## config.mk

```make
export PLATFORM = sky130hd
export DESIGN_NAME = adc_scan_sequencer_unit
export DESIGN_NICKNAME = d
export VERILOG_FILES = /design/src/sv/adcss_pkg.sv /design/src/sv/adcss_in_stage.sv /design/src/sv/adcss_seq.sv /design/src/sv/adcss_out_stage.sv /design/src/sv/adc_scan_sequencer_unit.sv
export SDC_FILE = /design/constraint.sdc
export NUM_CORES = 1
export LEC_CHECK = 0
export ABC_AREA = 1
export BUFFER_PORTS_ARGS = -buffer_cell sky130_fd_sc_hd__buf_2
export CAP_MARGIN = 0
export CORE_ASPECT_RATIO = 0.8
export CORE_MARGIN = 2
export CORE_UTILIZATION = 59
export DETAILED_ROUTE_END_ITERATION = 12
export PLACE_DENSITY = 0.83
export SYNTH_ARGS = -nofsm -noshare
export SYNTH_HDL_FRONTEND = slang
export SYNTH_HIERARCHICAL = 1
export SYNTH_SLANG_ARGS = --single-unit
export TNS_END_PERCENT = 30
```

## constraint.sdc

```tcl
create_clock -name aclk -period 5.5 [get_ports aclk]
set_input_delay 0.275 -clock aclk [delete_from_list [all_inputs] [get_ports aclk]]
set_output_delay 0.275 -clock aclk [all_outputs]
set_load 0.02 [all_outputs]
```

## src/sv/adcss_pkg.sv

```systemverilog
// Shared types and constants for the ADC scan sequencer.
`timescale 1ns / 1ps

package adcss_pkg;

    // Field widths
    localparam int OP_W      = 2;
    localparam int CH_W      = 4;
    localparam int WORD_W    = 32;
    localparam int CMD_W     = 3;
    localparam int GAIN_W    = 8;
    localparam int CODE_W    = 4;
    localparam int CNT_W     = 16;
    localparam int CCOUNT_W  = 5;
    localparam int CFG_IDX_W = 3;
    localparam int CFG_DAT_W = 16;

    // Configuration register reset values
    localparam logic [CCOUNT_W-1:0] RST_CHANNEL_COUNT = 5'd16;
    localparam logic [CNT_W-1:0]    RST_SETTLE_TICKS  = 16'd6;
    localparam logic [CNT_W-1:0]    RST_READ_TIMEOUT  = 16'd20;
    localparam logic [CODE_W-1:0]   RST_CURRENT_GAIN  = 4'd2;
    localparam logic [CODE_W-1:0]   RST_VOLTAGE_GAIN  = 4'd1;

    localparam logic [CNT_W-1:0] CNT_MAX = '1;

    // Configuration register indexes
    typedef enum logic [CFG_IDX_W-1:0] {
        REG_CHANNEL_COUNT = 3'd0,
        REG_SETTLE_TICKS  = 3'd1,
        REG_READ_TIMEOUT  = 3'd2,
        REG_CURRENT_GAIN  = 3'd3,
        REG_VOLTAGE_GAIN  = 3'd4
    } reg_idx_t;

    // Request operations
    typedef enum logic [OP_W-1:0] {
        OP_TICK       = 2'd0,
        OP_ENTER_HOLD = 2'd1,
        OP_LEAVE_HOLD = 2'd2
    } op_t;

    // Result commands
    typedef enum logic [CMD_W-1:0] {
        CMD_NONE    = 3'd0,
        CMD_IDLE    = 3'd1,
        CMD_GAIN    = 3'd2,
        CMD_START_I = 3'd3,
        CMD_START_V = 3'd4,
        CMD_RELEASE = 3'd5
    } cmd_t;

    // Sequencer phases, one-hot
    typedef enum logic [8:0] {
        PH_IDLE    = 9'b000000001,
        PH_GAIN    = 9'b000000010,
        PH_SETTLE  = 9'b000000100,
        PH_TRIG_I  = 9'b000001000,
        PH_READ_I  = 9'b000010000,
        PH_TRIG_V  = 9'b000100000,
        PH_READ_V  = 9'b001000000,
        PH_NEXT    = 9'b010000000,
        PH_STOPPED = 9'b100000000
    } phase_t;

    typedef struct packed {
        logic [CCOUNT_W-1:0] channel_count;
        logic [CNT_W-1:0]    settle_ticks;
        logic [CNT_W-1:0]    read_timeout;
        logic [CODE_W-1:0]   current_gain_code;
        logic [CODE_W-1:0]   voltage_gain_code;
    } cfg_t;

    typedef struct packed {
        logic [OP_W-1:0]   operation;
        logic [CH_W-1:0]   hold_channel;
        logic              data_ready;
        logic [WORD_W-1:0] adc_word;
    } in_item_t;

    typedef struct packed {
        logic [CMD_W-1:0]  command;
        logic [CH_W-1:0]   channel;
        logic [GAIN_W-1:0] gain_word;
        logic [WORD_W-1:0] sample_value;
        logic              store_current;
        logic              store_voltage;
        logic              adc_reset;
    } result_t;

endpackage

```

## src/sv/adcss_in_stage.sv

```systemverilog
// Input request register of the ADC scan sequencer.
`timescale 1ns / 1ps

module adcss_in_stage
    import adcss_pkg::*;
(
    input  logic     aclk,
    input  logic     aresetn,
    input  logic     in_valid,
    output logic     in_ready,
    input  in_item_t in_item,
    output logic     item_valid,
    input  logic     item_take,
    output in_item_t item
);

    logic     valid_reg;
    logic     valid_next;
    in_item_t item_reg;

    // Take a new request when empty or when the held one moves on this cycle
    assign in_ready   = !valid_reg || item_take;
    assign valid_next = (in_valid && in_ready) || (valid_reg && !item_take);

    always_ff @(posedge aclk) begin
        if (!aresetn) begin
            valid_reg <= 1'b0;
        end else begin
            valid_reg <= valid_next;
        end
    end

    always_ff @(posedge aclk) begin
        if (in_valid && in_ready) begin
            item_reg <= in_item;
        end
    end

    assign item_valid = valid_reg;
    assign item       = item_reg;

endmodule

```

## src/sv/adcss_seq.sv

```systemverilog
// Sequencer state and combinational step logic of the ADC scan sequencer.
`timescale 1ns / 1ps

module adcss_seq
    import adcss_pkg::*;
#(
    parameter int MAX_CHANNELS = 16
) (
    input  logic     aclk,
    input  logic     aresetn,
    input  cfg_t     cfg,
    input  logic     step_en,
    input  in_item_t item,
    output result_t  result
);

    localparam int MaxW = $clog2(MAX_CHANNELS + 1);
    localparam int LimW = (MaxW > CCOUNT_W) ? MaxW : CCOUNT_W;
    localparam logic [LimW-1:0] MaxLim = LimW'(MAX_CHANNELS);

    phase_t            phase_reg,    phase_next;
    logic [CH_W-1:0]   scan_reg,     scan_next;
    logic [CNT_W-1:0]  settle_reg,   settle_next;
    logic [CNT_W-1:0]  wait_reg,     wait_next;
    logic              hold_reg,     hold_next;
    logic [CH_W-1:0]   held_reg,     held_next;

    logic [CNT_W:0]    settle_inc;
    logic [CNT_W:0]    wait_inc;
    logic              late;
    logic [LimW-1:0]   cnt_ext;
    logic [LimW-1:0]   lim;
    logic [LimW-1:0]   ch_inc;
    logic [CH_W-1:0]   ch_wrap;
    logic              store_ok;

    // Counter increments and scan wrap
    assign settle_inc = {1'b0, settle_reg} + 1'b1;
    assign wait_inc   = {1'b0, wait_reg} + 1'b1;
    assign late       = wait_inc > {1'b0, cfg.read_timeout};
    assign cnt_ext    = LimW'(cfg.channel_count);
    assign lim        = (cnt_ext < MaxLim) ? cnt_ext : MaxLim;
    assign ch_inc     = LimW'(scan_reg) + 1'b1;
    assign ch_wrap    = (ch_inc >= lim) ? '0 : ch_inc[CH_W-1:0];
    assign store_ok   = item.data_ready && (item.adc_word != '0);

    // Next state and result for one request
    always_comb begin
        phase_next  = phase_reg;
        scan_next   = scan_reg;
        settle_next = settle_reg;
        wait_next   = wait_reg;
        hold_next   = hold_reg;
        held_next   = held_reg;
        result      = '0;
        result.command = CMD_NONE;

        unique case (op_t'(item.operation))
            OP_ENTER_HOLD: begin
                held_next = item.hold_channel;
                hold_next = 1'b1;
            end
            OP_LEAVE_HOLD: begin
                hold_next  = 1'b0;
                phase_next = PH_IDLE;
            end
            OP_TICK: begin
                unique case (phase_reg)
                    PH_IDLE: begin
                        result.command = CMD_IDLE;
                        scan_next   = '0;
                        settle_next = '0;
                        phase_next  = PH_GAIN;
                    end
                    PH_GAIN: begin
                        if (hold_reg) begin
                            scan_next  = held_reg;
                            phase_next = PH_STOPPED;
                        end else begin
                            phase_next = PH_SETTLE;
                        end
                        result.command   = CMD_GAIN;
                        result.gain_word = {cfg.current_gain_code, cfg.voltage_gain_code};
                        settle_next      = '0;
                    end
                    PH_SETTLE: begin
                        settle_next = settle_inc[CNT_W] ? CNT_MAX : settle_inc[CNT_W-1:0];
                        if (settle_inc >= {1'b0, cfg.settle_ticks}) begin
                            phase_next  = PH_TRIG_I;
                            settle_next = '0;
                        end
                    end
                    PH_TRIG_I: begin
                        result.command = CMD_START_I;
                        wait_next  = '0;
                        phase_next = PH_READ_I;
                    end
                    PH_TRIG_V: begin
                        result.command = CMD_START_V;
                        wait_next  = '0;
                        phase_next = PH_READ_V;
                    end
                    PH_READ_I, PH_READ_V: begin
                        if (store_ok) begin
                            result.sample_value  = item.adc_word;
                            result.store_current = (phase_reg == PH_READ_I);
                            result.store_voltage = (phase_reg == PH_READ_V);
                        end
                        wait_next = wait_inc[CNT_W] ? CNT_MAX : wait_inc[CNT_W-1:0];
                        result.adc_reset = late;
                        if (item.data_ready || late) begin
                            result.command = CMD_RELEASE;
                            phase_next = (phase_reg == PH_READ_I) ? PH_TRIG_V : PH_NEXT;
                        end
                    end
                    PH_NEXT: begin
                        if (!hold_reg) begin
                            scan_next = ch_wrap;
                        end
                        phase_next = PH_GAIN;
                    end
                    PH_STOPPED: begin
                        phase_next = PH_STOPPED;
                    end
                    default: begin
                        phase_next = PH_IDLE;
                    end
                endcase
            end
            default: begin
                // unused operation code: no change
                phase_next = phase_reg;
            end
        endcase

        result.channel = scan_next;
    end

    // State registers advance once per request
    always_ff @(posedge aclk) begin
        if (!aresetn) begin
            phase_reg  <= PH_IDLE;
            scan_reg   <= '0;
            settle_reg <= '0;
            wait_reg   <= '0;
            hold_reg   <= 1'b0;
            held_reg   <= '0;
        end else if (step_en) begin
            phase_reg  <= phase_next;
            scan_reg   <= scan_next;
            settle_reg <= settle_next;
            wait_reg   <= wait_next;
            hold_reg   <= hold_next;
            held_reg   <= held_next;
        end
    end

endmodule

```

## src/sv/adcss_out_stage.sv

```systemverilog
// Result register of the ADC scan sequencer.
`timescale 1ns / 1ps

module adcss_out_stage
    import adcss_pkg::*;
(
    input  logic    aclk,
    input  logic    aresetn,
    input  logic    load,
    output logic    can_load,
    input  result_t result,
    output logic    out_valid,
    input  logic    out_ready,
    output result_t out_result
);

    logic    valid_reg;
    logic    valid_next;
    result_t result_reg;

    // Register is free when empty or being drained this cycle
    assign can_load   = !valid_reg || out_ready;
    assign valid_next = load || (valid_reg && !out_ready);

    always_ff @(posedge aclk) begin
        if (!aresetn) begin
            valid_reg <= 1'b0;
        end else begin
            valid_reg <= valid_next;
        end
    end

    always_ff @(posedge aclk) begin
        if (load) begin
            result_reg <= result;
        end
    end

    assign out_valid  = valid_reg;
    assign out_result = result_reg;

endmodule

```

## src/sv/adc_scan_sequencer_unit.sv

```systemverilog
// Top level of the ADC scan sequencer: config registers and stage wiring.
`timescale 1ns / 1ps

// Round-robin current/voltage ADC scan sequencer. Each request (a timer tick,
// enter hold or leave hold) yields exactly one result carrying the command to
// issue, the active channel, the gain word and any sample to store. One request
// is accepted per cycle unless m_ready stalls the result register; its result
// passes the input and result registers, the whole step being combinational
// logic between them. The config port is always ready and must only be written
// while no request is in flight. MAX_CHANNELS caps the channel wrap limit.
module adc_scan_sequencer_unit
    import adcss_pkg::*;
#(
    parameter int MAX_CHANNELS = 16
) (
    input  logic                 aclk,
    input  logic                 aresetn,

    input  logic                 cfg_valid,
    output logic                 cfg_ready,
    input  logic [CFG_IDX_W-1:0] cfg_index,
    input  logic [CFG_DAT_W-1:0] cfg_data,

    input  logic                 s_valid,
    output logic                 s_ready,
    input  logic [OP_W-1:0]      s_operation,
    input  logic [CH_W-1:0]      s_hold_channel,
    input  logic                 s_data_ready,
    input  logic [WORD_W-1:0]    s_adc_word,

    output logic                 m_valid,
    input  logic                 m_ready,
    output logic [CMD_W-1:0]     m_command,
    output logic [CH_W-1:0]      m_channel,
    output logic [GAIN_W-1:0]    m_gain_word,
    output logic [WORD_W-1:0]    m_sample_value,
    output logic                 m_store_current,
    output logic                 m_store_voltage,
    output logic                 m_adc_reset
);

    cfg_t     cfg_reg;
    in_item_t in_item;
    in_item_t item;
    logic     item_valid;
    logic     can_load;
    logic     step;
    result_t  result;
    result_t  out_result;

    // Config register writes
    assign cfg_ready = 1'b1;

    always_ff @(posedge aclk) begin
        if (!aresetn) begin
            cfg_reg.channel_count     <= RST_CHANNEL_COUNT;
            cfg_reg.settle_ticks      <= RST_SETTLE_TICKS;
            cfg_reg.read_timeout      <= RST_READ_TIMEOUT;
            cfg_reg.current_gain_code <= RST_CURRENT_GAIN;
            cfg_reg.voltage_gain_code <= RST_VOLTAGE_GAIN;
        end else if (cfg_valid && cfg_ready) begin
            unique case (reg_idx_t'(cfg_index))
                REG_CHANNEL_COUNT: cfg_reg.channel_count     <= cfg_data[CCOUNT_W-1:0];
                REG_SETTLE_TICKS:  cfg_reg.settle_ticks      <= cfg_data[CNT_W-1:0];
                REG_READ_TIMEOUT:  cfg_reg.read_timeout      <= cfg_data[CNT_W-1:0];
                REG_CURRENT_GAIN:  cfg_reg.current_gain_code <= cfg_data[CODE_W-1:0];
                REG_VOLTAGE_GAIN:  cfg_reg.voltage_gain_code <= cfg_data[CODE_W-1:0];
                default: begin
                    cfg_reg <= cfg_reg;
                end
            endcase
        end
    end

    // Input request register
    assign in_item.operation    = s_operation;
    assign in_item.hold_channel = s_hold_channel;
    assign in_item.data_ready   = s_data_ready;
    assign in_item.adc_word     = s_adc_word;

    adcss_in_stage u_in_stage (
        .aclk       (aclk),
        .aresetn    (aresetn),
        .in_valid   (s_valid),
        .in_ready   (s_ready),
        .in_item    (in_item),
        .item_valid (item_valid),
        .item_take  (step),
        .item       (item)
    );

    // Step when a request is held and the result register can take its result
    assign step = item_valid && can_load;

    adcss_seq #(
        .MAX_CHANNELS (MAX_CHANNELS)
    ) u_seq (
        .aclk    (aclk),
        .aresetn (aresetn),
        .cfg     (cfg_reg),
        .step_en (step),
        .item    (item),
        .result  (result)
    );

    adcss_out_stage u_out_stage (
        .aclk       (aclk),
        .aresetn    (aresetn),
        .load       (step),
        .can_load   (can_load),
        .result     (result),
        .out_valid  (m_valid),
        .out_ready  (m_ready),
        .out_result (out_result)
    );

    assign m_command       = out_result.command;
    assign m_channel       = out_result.channel;
    assign m_gain_word     = out_result.gain_word;
    assign m_sample_value  = out_result.sample_value;
    assign m_store_current = out_result.store_current;
    assign m_store_voltage = out_result.store_voltage;
    assign m_adc_reset     = out_result.adc_reset;

endmodule
```

Yosys cells after proc, flatten, opt, wreduce, memory -nomap -nowiden
Index checks and enable logic that the tools add are counted.

Register bits: 186. Output and inout bits: 53.

Equal/unequal tests: 17. Multiplexer cells: 20. Reduce and logical (&&, ||, !) cells: 38. Add/sub/neg operators: 3. Order comparisons: 4.

Operator list (number): case mux 16 bit (2 select lines) (2); case mux 9 bit (7 select lines) (1); two-way mux 16 bit (3); adder 16 x 1 -> 17 bit (second input constant) (2); nonzero test 32 bit (1); two-way mux 9 bit (3); case mux 9 bit (2 select lines) (1); AND reduction 2 bit (9); >= comparator 17 x 16 -> 1 bit (1); greater-than comparator 17 x 16 -> 1 bit (1); two-way mux 4 bit (4); case mux 3 bit (5 select lines) (1); case mux 4 bit (3 select lines) (1); == test 9 x 1 -> 1 bit (second input constant) (1); == test 9 x 2 -> 1 bit (second input constant) (1); == test 9 x 3 -> 1 bit (second input constant) (1); == test 9 x 4 -> 1 bit (second input constant) (1); == test 9 x 5 -> 1 bit (second input constant) (1); == test 9 x 6 -> 1 bit (second input constant) (1); == test 9 x 7 -> 1 bit (second input constant) (1); == test 9 x 8 -> 1 bit (second input constant) (1); == test 9 bit (second input constant) (1); AND reduction 3 bit (3); two-way mux 8 bit (1); other kinds (20) (39).

Logic depth before layout (Yosys ltp)
Depth after elaboration: 7. Gate-level depth with buffers: 23. Mapped depth without buffers: 22.

Hierarchy
The synthesis kept the hierarchy.

By module, submodules not included: adcss_seq (times used 1, seq. area each 1001.0 µm², area an instance 4853.4 µm², cells an instance 797); adc_scan_sequencer_unit (times used 1, seq. area each 900.9 µm², area an instance 1925.6 µm², cells an instance 275); adcss_out_stage (times used 1, seq. area each 1521.5 µm², area an instance 1547.7 µm², cells an instance 56); adcss_in_stage (times used 1, seq. area each 1191.1 µm², area an instance 1222.4 µm², cells an instance 46).

Least setup slack after synthesis
No wires, ideal clock.

Path kind: register -> register. From: register u_out_stage.valid_reg, in the netlist u_out_stage/out_valid. To: register u_in_stage.item_reg (netlist bit u_in_stage/item[0]), enable pin. Buffers on the path: 0. Data required time: 5052 ps. Arrival time: 3635 ps. Cell stages (with the launch flop): 6. Slack: 1417 ps. Setup time: 448 ps. Path through: dfxtp_1 > nand2_2 > nand2_1 > inv_1 > inv_2 > a21oi_1.

Longest elaborated chain between the ends: 5.

Ends and longest elaborated chain: start: declaration (line adcss_out_stage.sv:17) `logic valid_reg;`; start signal: assignment (line adcss_out_stage.sv:29) `valid_reg <= valid_next;`; zero test 1 bit (line adcss_out_stage.sv:22) `assign can_load = !valid_reg || out_ready;`; logical OR 1 bit (line adcss_out_stage.sv:22); via can_load (line adc_scan_sequencer_unit.sv:46) `logic can_load;`; logical AND 1 bit (line adc_scan_sequencer_unit.sv:93) `assign step = item_valid && can_load;`; via step (line adc_scan_sequencer_unit.sv:47) `logic step;`; logical OR 1 bit (line adcss_in_stage.sv:22) `assign in_ready = !valid_reg || item_take;`; logical AND 1 bit (line adcss_in_stage.sv:34) `if (in_valid && in_ready) begin`; end signal: assignment (line adcss_in_stage.sv:35) `item_reg <= in_item;`; end: declaration (line adcss_in_stage.sv:19) `in_item_t item_reg;`.

The timed path passes the listed nets, and every way through them passes these cells. A chain may end at the register's enable or synchronous reset.

Worst setup path after layout
From: register u_seq.wait_reg[0]. To: register u_seq.phase_reg[5].

Longest elaborated chain between the ends: 5.

Ends and longest elaborated chain: start: declaration (line adcss_seq.sv:24) `logic [CNT_W-1:0] wait_reg, wait_next;`; start signal: assignment (line adcss_seq.sv:152) `wait_reg <= wait_next;`; adder 16 x 1 -> 17 bit (line adcss_seq.sv:39) `assign wait_inc = {1'b0, wait_reg} + 1'b1;`; greater-than comparator 17 x 16 -> 1 bit (line adcss_seq.sv:40) `assign late = wait_inc > {1'b0, cfg.read_timeout};`; logical OR 1 bit (line adcss_seq.sv:111) `if (item.data_ready || late) begin`; != test 3 x 2 -> 1 bit (no line); AND reduction 4 bit (no line); end signal: assignment (line adcss_seq.sv:149) `phase_reg <= phase_next;`; end: declaration (line adcss_seq.sv:21) `phase_t phase_reg, phase_next;`.

No other way between the ends.

==> results.sh <==
export IMPL_dr_pass1_iters=9
export IMPL_post_route_util_pct=69.33
export IMPL_finalWirelength_um=21920
export IMPL_synth_area_per_cell_um2=8.134
export IMPL_ctsHtreeMaxLevel=4
export IMPL_synth_async_reset_ratio_pct=0
export IMPL_wl_met1_um=10100
export IMPL_max_stage_delay_ns=0.42
export IMPL_cts_tree="built"
export IMPL_drv_cap=0
export IMPL_critical_path_buf_inv_count=2
export IMPL_multi_input_area_um2=3993
export IMPL_drt_wirelength_per_cell_um=14.45
export IMPL_end_kind="flop"
export IMPL_io_pin_count=116
export IMPL_cp_arrival_ns=3.52
export IMPL_synthesis_area_um2=9549
export IMPL_synth_flop_cell="dfxtp_1"
export IMPL_cts_root_buf="clkbuf_16"
export IMPL_avgViaCountPerCell=5.362
export IMPL_yosys_top_cells_count="nand2_1 (214), inv_1 (176), nor2_1 (160)"
export IMPL_port_buffers=114
export IMPL_syn_inst=1174
export IMPL_critPathMaxFanout=16
export IMPL_grt_max_degree=66
export IMPL_hold_class="input pin to flop"
export IMPL_grt_pass1_vias=7379
export IMPL_drtAntennaViolNets=0
export IMPL_dp_hpwl_um=14770
export IMPL_wl_met3_um=1726
export IMPL_clock_fmax_ghz=0.3131
export IMPL_ir_drop_uv=177.3
export IMPL_rsz0062_at_grt="false"
export IMPL_gp_congestion=0.9203
export IMPL_grtUsageTotal_pct=25.62
export IMPL_setup_tns_final_ns=0
export IMPL_grt_overflow_total=0
export IMPL_drtIter0Drc=764
export IMPL_yosysMostFrequentCell="nand2_1"
export IMPL_cp_start_kind="flop"
export IMPL_antenna_found_initial=0
export IMPL_drive_gt1_share_pct=15.51
export IMPL_die_w_um=146.2
export IMPL_finalMaxSlewViolations=0
export IMPL_p_leak_nw=4.928
export IMPL_slowest_stage="dfxtp_1"
export IMPL_numCtsBuffers=17
export IMPL_syn_nets=1280
export IMPL_syn_to_final_growth_pct=14.71
export IMPL_cts_sinks=186
export IMPL_synth_seq_cells=186
export IMPL_clkTransAtPathRegs_ns=0.07
export IMPL_pwr_density_cell_nw_per_um2=279.8
export IMPL_row_count=41
export IMPL_initial_core_util_pct=60.44
export IMPL_num_antenna_cells=0
export IMPL_status="complete, no violations"
export IMPL_fp_coreArea_um2=15800
export IMPL_grt_pass1_wl_um=35540
export IMPL_n_fill_cell=1227
export IMPL_synth_top_cell_area_share_pct=27.99
export IMPL_clk_latency_ns=0.44
export IMPL_largest_reg_flops=50
export IMPL_synth_edf_count=89
export IMPL_dpl_cell_area_um2=10190
export IMPL_seq_area_frac_synth_pct=48.32
export IMPL_register_area_um2=4614
export IMPL_drc=0
export IMPL_fp_dieArea_um2=17230
export IMPL_worstPathCellList="ha_1, nand2_1, nor2_4, nand2_2, nor3_1, inv_1, nor2_1, xor2_1, ha_1, a21o_1, a21oi_1, nand2_1, nor2_1, nand2_1, nand2_2, nand3_2, nand2_4, inv_6, a21oi_1, nor2_1"
export IMPL_vias=8134
export IMPL_stdcell_area_um2=10950
export IMPL_relSlewSlack_pct=21.97
export IMPL_cp_required_ns=5.83
export IMPL_cts_buffer_depth=2
export IMPL_die_h_um=117.8
export IMPL_wl_met2_um=9805
export IMPL_finalHoldViolCount=0
export IMPL_worst_pin_slew_ns=1.168
export IMPL_fin_crit_sh_pct=58.06
export IMPL_synth_warnings=6
export IMPL_layout_nets=1395
export IMPL_crit_family="simple AND/OR/NAND/NOR gates"
export IMPL_synth_area_top_cells="edfxtp_1 (28%), dfxtp_1 (20%), nand2_1 (8.4%), inv_1 (6.9%), nor2_1 (6.3%)"
export IMPL_final_min_clock_period_ns=3.194
export IMPL_yosysUniqueCellTypes=41
export IMPL_highest_layer="met4"
export IMPL_setup_viol=0
export IMPL_synth_area_leader_cell="edfxtp_1"
export IMPL_skew_ns=0.01519
export IMPL_crit_type="flop to flop"
-- final cells by class --
| cell class | count | area share, % |
|---|---|---|
| Sequential cell | 186 | 42.12 |
| Multi-Input combinational cell | 760 | 36.45 |
| Timing Repair Buffer | 134 | 6.945 |
| Inverter | 190 | 6.556 |
| Clock buffer | 17 | 3.883 |
| Tap cell | 215 | 2.456 |
| Clock inverter | 15 | 1.588 |
-- where the power goes --
part           switching [mW]  total [mW]  internal (mW)
Combinational           0.202       0.300         0.0978
Clock                   0.580        1.23          0.649
Sequential             0.0262        1.54           1.51
-- worst paths after layout --
path,from,endpoint,slack (ns),depth (start not counted)
max,u_seq/wait_reg[0],u_seq/phase_reg[5],2.31,20
min,s_adc_word[0],u_in_stage/item[0],0.01,1
max reg2reg,u_seq/wait_reg[0],u_seq/phase_reg[5],2.31,20
min reg2reg,cfg_reg[12],cfg_reg[12],0.48,2
-- metal layers --
metal	vias to the layer above	global-route usage, %
met5	-	0
met4	0	7.646
met3	32	6.163
met2	310	39.77
met1	3755	35.89
li1	4037	-
-- timing repair --
| action | in CTS | in global routing |
|---|---|---|
| hold buffers | 13 | 3 |
| endpoints found under the hold margin | 13 | 3 |
| resized for setup | 0 | 0 |
| setup buffers | 0 | 0 |
-- through the flow --
stage | setup WS (ns) | std cells | power, mW | hold slack (ns)
after global routing | 2.042 | 1517 | 3.168 | 0.002931
after floorplan | 1.417 | 1174 | 1.764 | 0.3739
after global placement | 2.624 | 1469 | 1.840 | 0.4520
after CTS | 2.355 | 1514 | 3.071 | 0.0008193
after detailed placement | 2.425 | 1469 | 1.849 | 0.4533
final | 2.306 | 1517 | 3.065 | 0.01196
-- cells by family after synthesis --
kind of cell	after synthesis	share of synthesized area, %
compound gates	123	6.839
xor+xnor	26	2.385
fa+ha+maj	43	5.634
buf+inv	228	9.984
flops	186	48.32
other cells	1	0.03927
simple gates	567	26.80
-- placed cells by master, fill, tap and decap left out, types with 3 or more instances in the layout --
cell type / instances
nand2_1: 214
inv_1: 175
nor2_1: 160
buf_2: 114
dfxtp_1: 97
edfxtp_1: 89
nand3_1: 83
a21oi_1: 75
ha_1: 43
nor3_1: 38
o21ai_0: 34
nand4_1: 25
xor2_1: 24
clkbuf_16: 17
dlygate4sd3_1: 16
inv_2: 13
nand2_2: 9
nor2_4: 9
nor3b_1: 6
nor2_2: 5
inv_8: 5
buf_4: 4
nor4_1: 4
clkinv_4: 3
a21oi_2: 3
o211ai_1: 3
nand3_2: 3
or2_2: 3
Note: power is estimated with default switching activity, not from simulation.
